--- src/hw/rtl/rbmc_pkg.sv ---
// ----------------------------------------------------------------------------
// rbmc_pkg: shared types and constants for the RGB blend / matte / chroma key
// compositor. Pixel request and result layouts, register map, mode codes.
// ----------------------------------------------------------------------------
package rbmc_pkg;

  localparam int unsigned CHAN_W   = 8;
  localparam int unsigned ALPHA_W  = 9;
  localparam int unsigned ADDR_W   = 5;
  localparam int unsigned DATA_W   = 32;
  localparam int unsigned IN_W     = 64;
  localparam int unsigned OUT_W    = 24;
  localparam int unsigned PIX_IN_W = 6 * CHAN_W + ALPHA_W;

  localparam logic [ALPHA_W-1:0] FULL_WEIGHT = 9'd256;

  typedef enum logic [1:0] {
    MODE_BLEND = 2'd0,
    MODE_MATTE = 2'd1,
    MODE_KEY   = 2'd2,
    MODE_PASS  = 2'd3
  } mode_t;

  typedef enum logic [2:0] {
    REG_MODE      = 3'd0,
    REG_ALPHA     = 3'd1,
    REG_KEY_RED   = 3'd2,
    REG_KEY_GREEN = 3'd3,
    REG_KEY_BLUE  = 3'd4,
    REG_KEY_TOL   = 3'd5
  } reg_idx_t;

  typedef struct packed {
    mode_t               mode;
    logic [ALPHA_W-1:0]  blend_alpha;
    logic [CHAN_W-1:0]   key_red;
    logic [CHAN_W-1:0]   key_green;
    logic [CHAN_W-1:0]   key_blue;
    logic [CHAN_W-1:0]   key_tolerance;
  } cfg_t;

  // base_red sits in the lowest bits
  typedef struct packed {
    logic [ALPHA_W-1:0] matte_alpha;
    logic [CHAN_W-1:0]  over_blue;
    logic [CHAN_W-1:0]  over_green;
    logic [CHAN_W-1:0]  over_red;
    logic [CHAN_W-1:0]  base_blue;
    logic [CHAN_W-1:0]  base_green;
    logic [CHAN_W-1:0]  base_red;
  } pix_in_t;

  typedef struct packed {
    logic               alpha_error;
    logic [CHAN_W-1:0]  out_blue;
    logic [CHAN_W-1:0]  out_green;
    logic [CHAN_W-1:0]  out_red;
  } pix_out_t;

endpackage

--- src/hw/rtl/rbmc_cfg.sv ---
// ----------------------------------------------------------------------------
// rbmc_cfg: configuration register file
// APB-style slave holding mode, constant alpha and chroma key settings.
// ----------------------------------------------------------------------------
module rbmc_cfg (
  input  logic                                clk,
  input  logic                                rst,
  input  logic                                psel,
  input  logic                                penable,
  input  logic                                pwrite,
  input  logic [rbmc_pkg::ADDR_W-1:0]         paddr,
  input  logic [rbmc_pkg::DATA_W-1:0]         pwdata,
  output logic [rbmc_pkg::DATA_W-1:0]         prdata,
  output logic                                pready,
  output rbmc_pkg::cfg_t                      cfg
);
  import rbmc_pkg::*;

  reg_idx_t reg_idx;
  logic     wr_en;

  assign pready  = 1'b1;
  assign reg_idx = reg_idx_t'(paddr[ADDR_W-1:2]);
  assign wr_en   = psel && penable && pwrite && pready;

  always_ff @(posedge clk) begin
    if (rst) begin
      cfg.mode          <= MODE_BLEND;
      cfg.blend_alpha   <= 9'd128;
      cfg.key_red       <= '0;
      cfg.key_green     <= '0;
      cfg.key_blue      <= '0;
      cfg.key_tolerance <= '0;
    end else if (wr_en) begin
      unique case (reg_idx)
        REG_MODE:      cfg.mode          <= mode_t'(pwdata[1:0]);
        REG_ALPHA:     cfg.blend_alpha   <= pwdata[ALPHA_W-1:0];
        REG_KEY_RED:   cfg.key_red       <= pwdata[CHAN_W-1:0];
        REG_KEY_GREEN: cfg.key_green     <= pwdata[CHAN_W-1:0];
        REG_KEY_BLUE:  cfg.key_blue      <= pwdata[CHAN_W-1:0];
        REG_KEY_TOL:   cfg.key_tolerance <= pwdata[CHAN_W-1:0];
        default: ;     // unmapped slots ignore writes
      endcase
    end
  end

  always_comb begin
    unique case (reg_idx)
      REG_MODE:      prdata = DATA_W'(cfg.mode);
      REG_ALPHA:     prdata = DATA_W'(cfg.blend_alpha);
      REG_KEY_RED:   prdata = DATA_W'(cfg.key_red);
      REG_KEY_GREEN: prdata = DATA_W'(cfg.key_green);
      REG_KEY_BLUE:  prdata = DATA_W'(cfg.key_blue);
      REG_KEY_TOL:   prdata = DATA_W'(cfg.key_tolerance);
      default:       prdata = '0;
    endcase
  end

endmodule

--- src/hw/rtl/rbmc_mix.sv ---
// ----------------------------------------------------------------------------
// rbmc_mix: pixel combine datapath
// Constant blend, matte blend with range check, chroma key select, pass-through.
// ----------------------------------------------------------------------------
module rbmc_mix (
  input  rbmc_pkg::cfg_t     cfg,
  input  rbmc_pkg::pix_in_t  pix,
  output rbmc_pkg::pix_out_t res
);
  import rbmc_pkg::*;

  // (b*(256-a) + o*a) >> 8; sum stays below 2^16 for a <= 256
  function automatic logic [CHAN_W-1:0] mix_ch(input logic [CHAN_W-1:0]  b,
                                               input logic [CHAN_W-1:0]  o,
                                               input logic [ALPHA_W-1:0] a);
    logic [ALPHA_W-1:0] w;
    logic [16:0]        p;
    w = FULL_WEIGHT - a;
    p = 17'(b) * 17'(w) + 17'(o) * 17'(a);
    return p[15:8];
  endfunction

  function automatic logic near_key(input logic [CHAN_W-1:0] v,
                                    input logic [CHAN_W-1:0] k,
                                    input logic [CHAN_W-1:0] tol);
    logic [CHAN_W-1:0] d;
    d = (v >= k) ? (v - k) : (k - v);
    return d <= tol;
  endfunction

  logic [ALPHA_W-1:0] weight;
  logic               matte_bad;
  logic               key_hit;
  logic [CHAN_W-1:0]  mr, mg, mb;

  always_comb begin
    matte_bad = pix.matte_alpha > FULL_WEIGHT;
    if (cfg.mode == MODE_MATTE) begin
      weight = pix.matte_alpha;
    end else begin
      weight = (cfg.blend_alpha > FULL_WEIGHT) ? FULL_WEIGHT : cfg.blend_alpha;
    end
    mr = mix_ch(pix.base_red,   pix.over_red,   weight);
    mg = mix_ch(pix.base_green, pix.over_green, weight);
    mb = mix_ch(pix.base_blue,  pix.over_blue,  weight);
    key_hit = near_key(pix.base_red,   cfg.key_red,   cfg.key_tolerance) &&
              near_key(pix.base_green, cfg.key_green, cfg.key_tolerance) &&
              near_key(pix.base_blue,  cfg.key_blue,  cfg.key_tolerance);

    res.alpha_error = 1'b0;
    res.out_red     = pix.base_red;
    res.out_green   = pix.base_green;
    res.out_blue    = pix.base_blue;
    unique case (cfg.mode)
      MODE_BLEND: begin
        res.out_red   = mr;
        res.out_green = mg;
        res.out_blue  = mb;
      end
      MODE_MATTE: begin
        if (matte_bad) begin
          res.alpha_error = 1'b1;
          res.out_red     = '0;
          res.out_green   = '0;
          res.out_blue    = '0;
        end else begin
          res.out_red   = mr;
          res.out_green = mg;
          res.out_blue  = mb;
        end
      end
      MODE_KEY: begin
        if (key_hit) begin
          res.out_red   = pix.over_red;
          res.out_green = pix.over_green;
          res.out_blue  = pix.over_blue;
        end
      end
      MODE_PASS: ;
      default: ;
    endcase
  end

endmodule

--- src/hw/rtl/rgb_blend_matte_chromakey.sv ---
// ----------------------------------------------------------------------------
// rgb_blend_matte_chromakey: RGB pixel compositor
// Alpha blend, per-pixel matte blend, chroma key and pass-through on a pixel stream.
// ----------------------------------------------------------------------------
// An accepted input request passes the input register, then the result register, to m_*.
// Throughput: one pixel per cycle; the input register and the result register
//   form a two-entry pipeline: while a result waits, one more request is taken
//   into the input register, then s_tready drops until m_tready returns.
// Reset: rst (synchronous) empties both stages and loads the register reset
//   values: mode constant blend, blend_alpha 128, key colour and tolerance 0.
module rgb_blend_matte_chromakey (
  input  logic                          clk,
  input  logic                          rst,
  // input pixel request
  input  logic                          s_tvalid,
  output logic                          s_tready,
  // [7:0] base_red, [15:8] base_green, [23:16] base_blue, [31:24] over_red,
  // [39:32] over_green, [47:40] over_blue, [56:48] matte_alpha, [63:57] zero
  input  logic [rbmc_pkg::IN_W-1:0]     s_tdata,
  // result request
  output logic                          m_tvalid,
  input  logic                          m_tready,
  // [7:0] out_red, [15:8] out_green, [23:16] out_blue
  output logic [rbmc_pkg::OUT_W-1:0]    m_tdata,
  // [0] alpha_error
  output logic                          m_tuser,
  // configuration port
  input  logic                          psel,
  input  logic                          penable,
  input  logic                          pwrite,
  input  logic [rbmc_pkg::ADDR_W-1:0]   paddr,
  input  logic [rbmc_pkg::DATA_W-1:0]   pwdata,
  output logic [rbmc_pkg::DATA_W-1:0]   prdata,
  output logic                          pready
);
  import rbmc_pkg::*;

  cfg_t     cfg;
  pix_in_t  in_pix;     // input register
  logic     in_valid;
  pix_out_t mix_res;    // combinational result of the datapath
  pix_out_t out_pix;    // result register
  logic     out_valid;
  logic     stage_ready;

  rbmc_cfg u_cfg (
    .clk     (clk),
    .rst     (rst),
    .psel    (psel),
    .penable (penable),
    .pwrite  (pwrite),
    .paddr   (paddr),
    .pwdata  (pwdata),
    .prdata  (prdata),
    .pready  (pready),
    .cfg     (cfg)
  );

  rbmc_mix u_mix (
    .cfg (cfg),
    .pix (in_pix),
    .res (mix_res)
  );

  // Result register can load when it is empty or being drained this cycle;
  // the input register can load when it is empty or moving forward.
  assign stage_ready = !out_valid || m_tready;
  assign s_tready    = !in_valid || stage_ready;

  always_ff @(posedge clk) begin
    if (rst) begin
      in_valid  <= 1'b0;
      out_valid <= 1'b0;
    end else begin
      if (s_tready) begin
        in_valid <= s_tvalid;
      end
      if (stage_ready) begin
        out_valid <= in_valid;
      end
    end
  end

  // payload, no reset needed
  always_ff @(posedge clk) begin
    if (s_tvalid && s_tready) begin
      in_pix <= pix_in_t'(s_tdata[PIX_IN_W-1:0]);
    end
    if (stage_ready && in_valid) begin
      out_pix <= mix_res;
    end
  end

  assign m_tvalid = out_valid;
  assign m_tdata  = {out_pix.out_blue, out_pix.out_green, out_pix.out_red};
  assign m_tuser  = out_pix.alpha_error;

endmodule

--- config.mk ---
export PLATFORM = sky130hd
export DESIGN_NAME = rgb_blend_matte_chromakey
export DESIGN_NICKNAME = d
export VERILOG_FILES = /design/src/hw/rtl/rbmc_pkg.sv /design/src/hw/rtl/rbmc_cfg.sv /design/src/hw/rtl/rbmc_mix.sv /design/src/hw/rtl/rgb_blend_matte_chromakey.sv
export SDC_FILE = /design/constraint.sdc
export NUM_CORES = 1
export LEC_CHECK = 0
export BUFFER_PORTS_ARGS = -buffer_cell sky130_fd_sc_hd__buf_2
export CORE_MARGIN = 1
export CORE_UTILIZATION = 40
export CTS_BUF_LIST = sky130_fd_sc_hd__clkbuf_4 sky130_fd_sc_hd__clkbuf_8
export CTS_CLUSTER_DIAMETER = 100
export DETAILED_ROUTE_END_ITERATION = 10
export GPL_TIMING_DRIVEN = 0
export HOLD_SLACK_MARGIN = 0.15
export PLACE_DENSITY = 0.57
export SLEW_MARGIN = 20
export SYNTH_ARGS = -nofsm -noshare
export SYNTH_HDL_FRONTEND = slang
export SYNTH_HIERARCHICAL = 1
export SYNTH_SLANG_ARGS = --single-unit
--- constraint.sdc ---
create_clock -name clk -period 11.4 [get_ports clk]
set_input_delay 0.57 -clock clk [delete_from_list [all_inputs] [get_ports clk]]
set_output_delay 0.57 -clock clk [all_outputs]
set_load 0.01 [all_outputs]
==> flow_metrics.env, run 1 <==
export IMPL_grt_pass1_vias=17400
export IMPL_rrSetupSlack_ns=0.49
export IMPL_yosys_area_top_type="fa_1"
export IMPL_synth_edf_count=82
export IMPL_top_usage_layer="met2"
export IMPL_power_density_nw_per_um2=87.0
export IMPL_cpMostUsedCell="fa_1"
export IMPL_fin_crit_sh_pct=95.7
export IMPL_start_util_pct=40.7
export IMPL_start_kind="flop"
export IMPL_leakage_nw=11.9
export IMPL_fmax_ghz=0.0917
export IMPL_r2r_cells=31
export IMPL_status="finished with violations"
export IMPL_grt_max_degree=58
export IMPL_rows=84
export IMPL_avgRoutedWirePerCell_um=21.4
export IMPL_slew_headroom_pct=21.2
export IMPL_grt_total_usage_pct=26.4
export IMPL_cp_end_kind="flop"
export IMPL_dieArea_um2=54600
export IMPL_crit_buf_inv=11
export IMPL_pin_count=168
export IMPL_gp_congestion=0.920
export IMPL_drtPass1Iterations=8
export IMPL_yosysTopAreaCellShare_pct=30.2
export IMPL_yosysSeqAreaShare_pct=15.7
export IMPL_slowest_stage="clkbuf_1"
export IMPL_setup_slack_ns=0.490
export IMPL_area_growth_pct=11.7
export IMPL_worst_pin_slew_ns=1.15
export IMPL_yosysWarnings=6
export IMPL_clk_path_buf_depth=2
export IMPL_skew_ns=0.0503
export IMPL_drt_iter0_drc=1221
export IMPL_cts_root_buf="clkbuf_8"
export IMPL_hold_class="primary input to flop"
export IMPL_grt_overflow=0
export IMPL_setup_viol=0
export IMPL_synth_seq_cells=127
export IMPL_crit_fanout=10
export IMPL_crit_family="adder cells"
export IMPL_met3_usage_pct=4.49
export IMPL_dp_hpwl_um=54300
export IMPL_rsz0062_at_grt="false"
export IMPL_ant_nets=0
export IMPL_synthCells=2293
export IMPL_required_ns=11.67
export IMPL_met2_usage_pct=42.3
export IMPL_h_tree_depth=4
export IMPL_maxSlewViolCount=0
export IMPL_vias=16800
export IMPL_async_flop_share_pct=0
export IMPL_fp_coreArea_um2=52800
export IMPL_cts_tree="done"
export IMPL_dieHeight_um=234
export IMPL_worstPathArrival_ns=11.18
export IMPL_antenna_found_initial=3
export IMPL_post_cts_repair_setup_buffers=0
export IMPL_cts_sinks=127
export IMPL_slowest_delay_ns=0.72
export IMPL_drive_gt1_share_pct=9.03
export IMPL_fin_crit_ns=10.91
export IMPL_drt_wl_total_um=68600
export IMPL_setup_tns_ns=0
export IMPL_grt_pass1_wl_um=105000
export IMPL_final_core_utilization_pct=45.4
export IMPL_die_w_um=234
export IMPL_clock_latency_ns=0.60
export IMPL_maxCapViolCount=0
export IMPL_hold_violations=0
export IMPL_peakVddDrop_uv=96.2
export IMPL_met1_usage_pct=35.1
export IMPL_hold_depth=3
export IMPL_fin_nets=3178
export IMPL_critPathKind="flop to flop"
export IMPL_violations="design-rule violations"
export IMPL_synth_ff_type="edfxtp_1"
export IMPL_netlist_top_cells_area="fa_1, ha_1, edfxtp_1"
export IMPL_r2r_start="u_cfg/cfg[41]"
export IMPL_vias_per_cell=5.23
export IMPL_port_buffers=110
export IMPL_cts_buffers=17
export IMPL_avgSynthCellArea_um2=9.36
export IMPL_r2r_end="m_tdata[7]"
export IMPL_worstHoldStart="pwdata[8]"
export IMPL_post_place_ws_ns=0.519
export IMPL_postLayoutCellArea_um2=24000
export IMPL_drc_errors=12
export IMPL_clk_pin_slew_ns=0.10
export IMPL_netlist_area_um2=21500
export IMPL_synth_cell_type_count=82
export IMPL_placed_cell_area_um2=23000
export IMPL_min_to="u_cfg/cfg[40]"
sequential cells by signal, indices dropped and copies added, names as in the netlist:
register	count
m_tuser	1
in_pix	57
m_tvalid	1
u_cfg/cfg	43
m_tdata	24
in_valid	1
report_power, final:
| group | internal (mW) | switching [mW] | total, mW |
|---|---|---|---|
| Clock | 0.183 | 0.262 | 0.446 |
| Sequential | 0.559 | 0.0296 | 0.588 |
| Combinational | 0.443 | 0.607 | 1.05 |
| Total | 1.19 | 0.899 | 2.08 |
Yosys cell counts, drive strengths merged (17+ instances only):
cell    instances
a21oi          62
dfxtp          45
o22ai          18
buf            53
ha            244
nand2         201
clkbuf         64
nand2b         38
nand3          34
inv           476
mux2           17
fa            324
edfxtp         82
mux2i          69
xnor2          56
and2          161
nor2          113
o21ai          40
worst reg2reg max path: cells and delay by family, from the launching register on:
kind | cells | cell delay [ns]
multiplexers | 1 | 0.41
adder cells (fa/ha/maj) | 8 | 3.57
buffers and inverters | 11 | 3.12
XOR/XNOR | 2 | 0.91
AND/OR/NAND/NOR | 4 | 0.63
AO/OA/AOI/OAI | 5 | 1.52
flip-flops | 1 | 0.44
area by class of cell:
type                    count  area, µm²
clock inverters            15        168
diodes                      3       7.51
fillers                  5227      28800
repair buffers            168       1130
well taps                 688        861
flip-flops and latches    127       3360
inverters                 476       1790
clock buffers              17        234
plain buffers             117        591
multi-input cells        1595      15800
cells by family (layout without fill, tap and decap cells):
family,count (synthesis),after routing,share of synthesized area (%)
adders and majority gates,568,568,44.5
AOI/OAI and AO/OA,226,226,6.97
buffers and inverters,593,793,11.1
muxes,87,87,4.29
xor gates and xnor gates,71,71,2.96
DFF,127,127,15.7
other,2,27,0.0350
and+or+nand+nor,619,619,14.5
per-layer routing:
layer	vias up	share of wire, %
met5	-	0
met1	8424	43
met4	0	4.0
li1	7592	-
met2	622	46
met3	117	6.8
metrics by stage:
stage,total power [mW],instances,hold WS [ns]
finish,2.08,3206,0.238
CTS,2.10,3203,0.182
floorplan,1.32,2315,0.458
detailed placement,1.63,3114,0.491
global route,2.25,3204,0.229
global placement,1.60,3113,0.474
timing repair:
action                                 4_1_cts  5_1_grt
endpoints found under the hold margin       57        0
hold buffers                                57        0
setup endpoints to repair                    0        2
gates resized for setup                      0        3
how the worst max path moves through the flow:
| stage | start | endpoint | slack (ns) | cells past startpoint |
|---|---|---|---|---|
| 2_1_floorplan | u_cfg/cfg[41] | m_tdata[7] | 3.42 | 32 |
| 3_3_place_gp | u_cfg/cfg[41] | m_tdata[15] | 0.48 | 32 |
| 3_5_place_dp | u_cfg/cfg[41] | m_tdata[7] | 0.52 | 31 |
| 4_1_cts | u_cfg/cfg[41] | m_tdata[7] | 0.47 | 31 |
| 5_1_grt | u_cfg/cfg[41] | m_tdata[6] | 0.19 | 31 |
| 6_report | u_cfg/cfg[41] | m_tdata[7] | 0.49 | 31 |
cell usage in the layout, fill, tap and decap left out, types with 15 or more instances in the layout:
cell type,Yosys,routed
a21o_1,15,15
a21oi_1,61,61
and2_1,159,159
and3_1,15,15
buf_2,7,117
buf_4,27,27
clkbuf_1,63,61
clkbuf_8,0,17
conb_1,2,24
dfxtp_1,45,45
dlygate4sd3_1,0,57
edfxtp_1,82,82
fa_1,324,324
ha_1,244,244
inv_1,475,475
mux2i_1,69,69
nand2_1,197,197
nand2b_1,37,37
nand3_1,34,34
nor2_1,113,113
nor2b_1,15,15
o21ai_0,38,38
o22ai_1,18,18
xnor2_1,56,54
Power figures use the tool's default switching activity.
==> inputs of run 2 (changes only) <==
- clock period: 11.4 -> 13.35 ns (I/O delays scaled with it)
==> flow_metrics.env, run 2 (synthesis results as in run 1) <==
export IMPL_start_kind="flop"
export IMPL_layout_commonest_cell="inv_1"
export IMPL_antenna_found_initial=3
export IMPL_cts_buffers=17
export IMPL_fin_nets=3121
export IMPL_worstPathArrival_ns=11.49
export IMPL_fin_crit_sh_pct=84.1
export IMPL_fp_coreArea_um2=52800
export IMPL_seq_power_share_pct=28.4
export IMPL_cts_resized=0
export IMPL_hold_class="primary input to flop"
export IMPL_grt_pass1_wl_um=104000
export IMPL_rsz0062_at_grt="false"
export IMPL_area_growth_pct=8.99
export IMPL_start_util_pct=40.7
export IMPL_cts_hold_fix_buffers=0
export IMPL_drt_iter0_drc=1275
export IMPL_hold_violations=0
export IMPL_largest_reg_flops=57
export IMPL_gp_congestion=0.920
export IMPL_pin_count=168
export IMPL_setup_slack_ns=2.13
export IMPL_cts_tree="done"
export IMPL_slew_headroom_pct=22.7
export IMPL_crit_fanout=10
export IMPL_layout_common_cells="inv_1, fa_1, ha_1"
export IMPL_worst_pin_slew_ns=1.16
export IMPL_pwr_share_comb_pct=50.1
export IMPL_grt_overflow=0
export IMPL_cp_end_kind="flop"
export IMPL_fmax_ghz=0.0891
export IMPL_p_sw_uw=768
export IMPL_cts_sinks=127
export IMPL_grt_max_degree=58
export IMPL_holdWs_ns=0.232
export IMPL_vias_per_cell=5.26
export IMPL_final_cells=3148
export IMPL_drt_wl_total_um=68200
export IMPL_clk_path_buf_depth=2
export IMPL_grt_total_usage_pct=26.3
export IMPL_setup_tns_ns=0
export IMPL_port_buffers=110
export IMPL_setup_viol=0
export IMPL_status="finished with violations"
export IMPL_violations="design-rule violations"
export IMPL_dpl_cell_count=3114
export IMPL_maxSlewViolCount=0
export IMPL_slowest_stage="clkbuf_1"
export IMPL_die_w_um=234
export IMPL_fin_crit_ns=11.22
export IMPL_top_register="in_pix"
export IMPL_maxCapViolCount=0
export IMPL_p_total_mw=1.77
export IMPL_dieHeight_um=234
export IMPL_avgRoutedWirePerCell_um=21.7
export IMPL_drc_errors=12
export IMPL_clock_latency_ns=0.61
export IMPL_cts_root_buf="clkbuf_8"
export IMPL_grt_pass1_vias=17300
export IMPL_skew_ns=0.0511
export IMPL_post_cts_repair_setup_buffers=0
export IMPL_clk_pin_slew_ns=0.14
export IMPL_dieArea_um2=54600
export IMPL_power_density_nw_per_um2=75.7
export IMPL_p_int_mw=1.00
export IMPL_drive_gt1_share_pct=9.19
export IMPL_dp_hpwl_um=54300
export IMPL_post_place_ws_ns=2.47
export IMPL_vias=16600
export IMPL_leakage_nw=11.7
export IMPL_h_tree_depth=4
export IMPL_swShare_pct=43.4
export IMPL_critPathKind="flop to flop"
export IMPL_peakVddDrop_uv=82.7
export IMPL_rows=84
export IMPL_nFillCells=5261
export IMPL_drtPass1Iterations=9
export IMPL_ant_nets=0
export IMPL_slowest_delay_ns=0.76
export IMPL_cpMostUsedCell="fa_1"
export IMPL_required_ns=13.62
export IMPL_power_share_clock_pct=21.6
-- run 2: cell types whose count changed in the layout (fill, tap and decap cells not counted), sizes merged --
| cell | previous run | this run |
|---|---|---|
| dlygate4sd3 | 57 | 0 |
| diode | 3 | 2 |
-- run 2: through the flow --
| stage | util (%) | instance area [µm²] |
|---|---|---|
| floorplan | - | 21500 |
| finish | 44.3 | 23400 |
| detailed placement | 43.6 | 23000 |
| global placement | 43.5 | 23000 |
| global route | 44.3 | 23400 |
| CTS | 44.3 | 23400 |
-- run 2: final timing paths --
path,startpoint,endpoint,slack (ns),cells after the start
worst min-delay path,s_tdata[24],in_pix[24],0.23,1
worst max-delay path,u_cfg/cfg[41],m_tdata[6],2.13,31
worst max register to register,u_cfg/cfg[41],m_tdata[6],2.13,31
worst min register to register,u_cfg/cfg[4],u_cfg/cfg[4],0.52,2
-- run 2: metal layers --
layer	part of all wire (%)	GRT usage, %
met1	43	34.9
met2	46	41.8
met3	7.1	4.91
met4	4.0	11.1
met5	0	0
-- run 2: critical path: cells and delay by family, from the launching register on --
| kind | cells | cell delay (ns) |
|---|---|---|
| multiplexers | 1 | 0.40 |
| adder cells (fa/ha/maj) | 8 | 3.57 |
| buffers and inverters | 11 | 3.35 |
| XOR/XNOR | 2 | 0.93 |
| flip-flops | 1 | 0.44 |
| AO/OA/AOI/OAI | 5 | 1.13 |
| AND/OR/NAND/NOR | 4 | 1.06 |
-- run 2: final cells by class --
type	count	area [µm²]	share of cell area [%]
Multi-Input combinational cell	1595	15800	67.6
Sequential cell	127	3360	14.4
Inverter	476	1790	7.64
Tap cell	688	861	3.68
Buffer	117	589	2.52
Timing Repair Buffer	111	562	2.40
Clock buffer	17	234	1.00
Clock inverter	15	168	0.717
Antenna cell	2	5.00	0.0214
-- run 2: power by group through the flow --
stage / registers [mW] / clock network [mW] / logic (mW)
floorplan: 0.510 / 0 / 0.618
CTS: 0.503 / 0.398 / 0.883
global placement: 0.511 / 0 / 0.855
finish: 0.502 / 0.382 / 0.886
global route: 0.505 / 0.408 / 0.996
detailed placement: 0.511 / 0 / 0.877
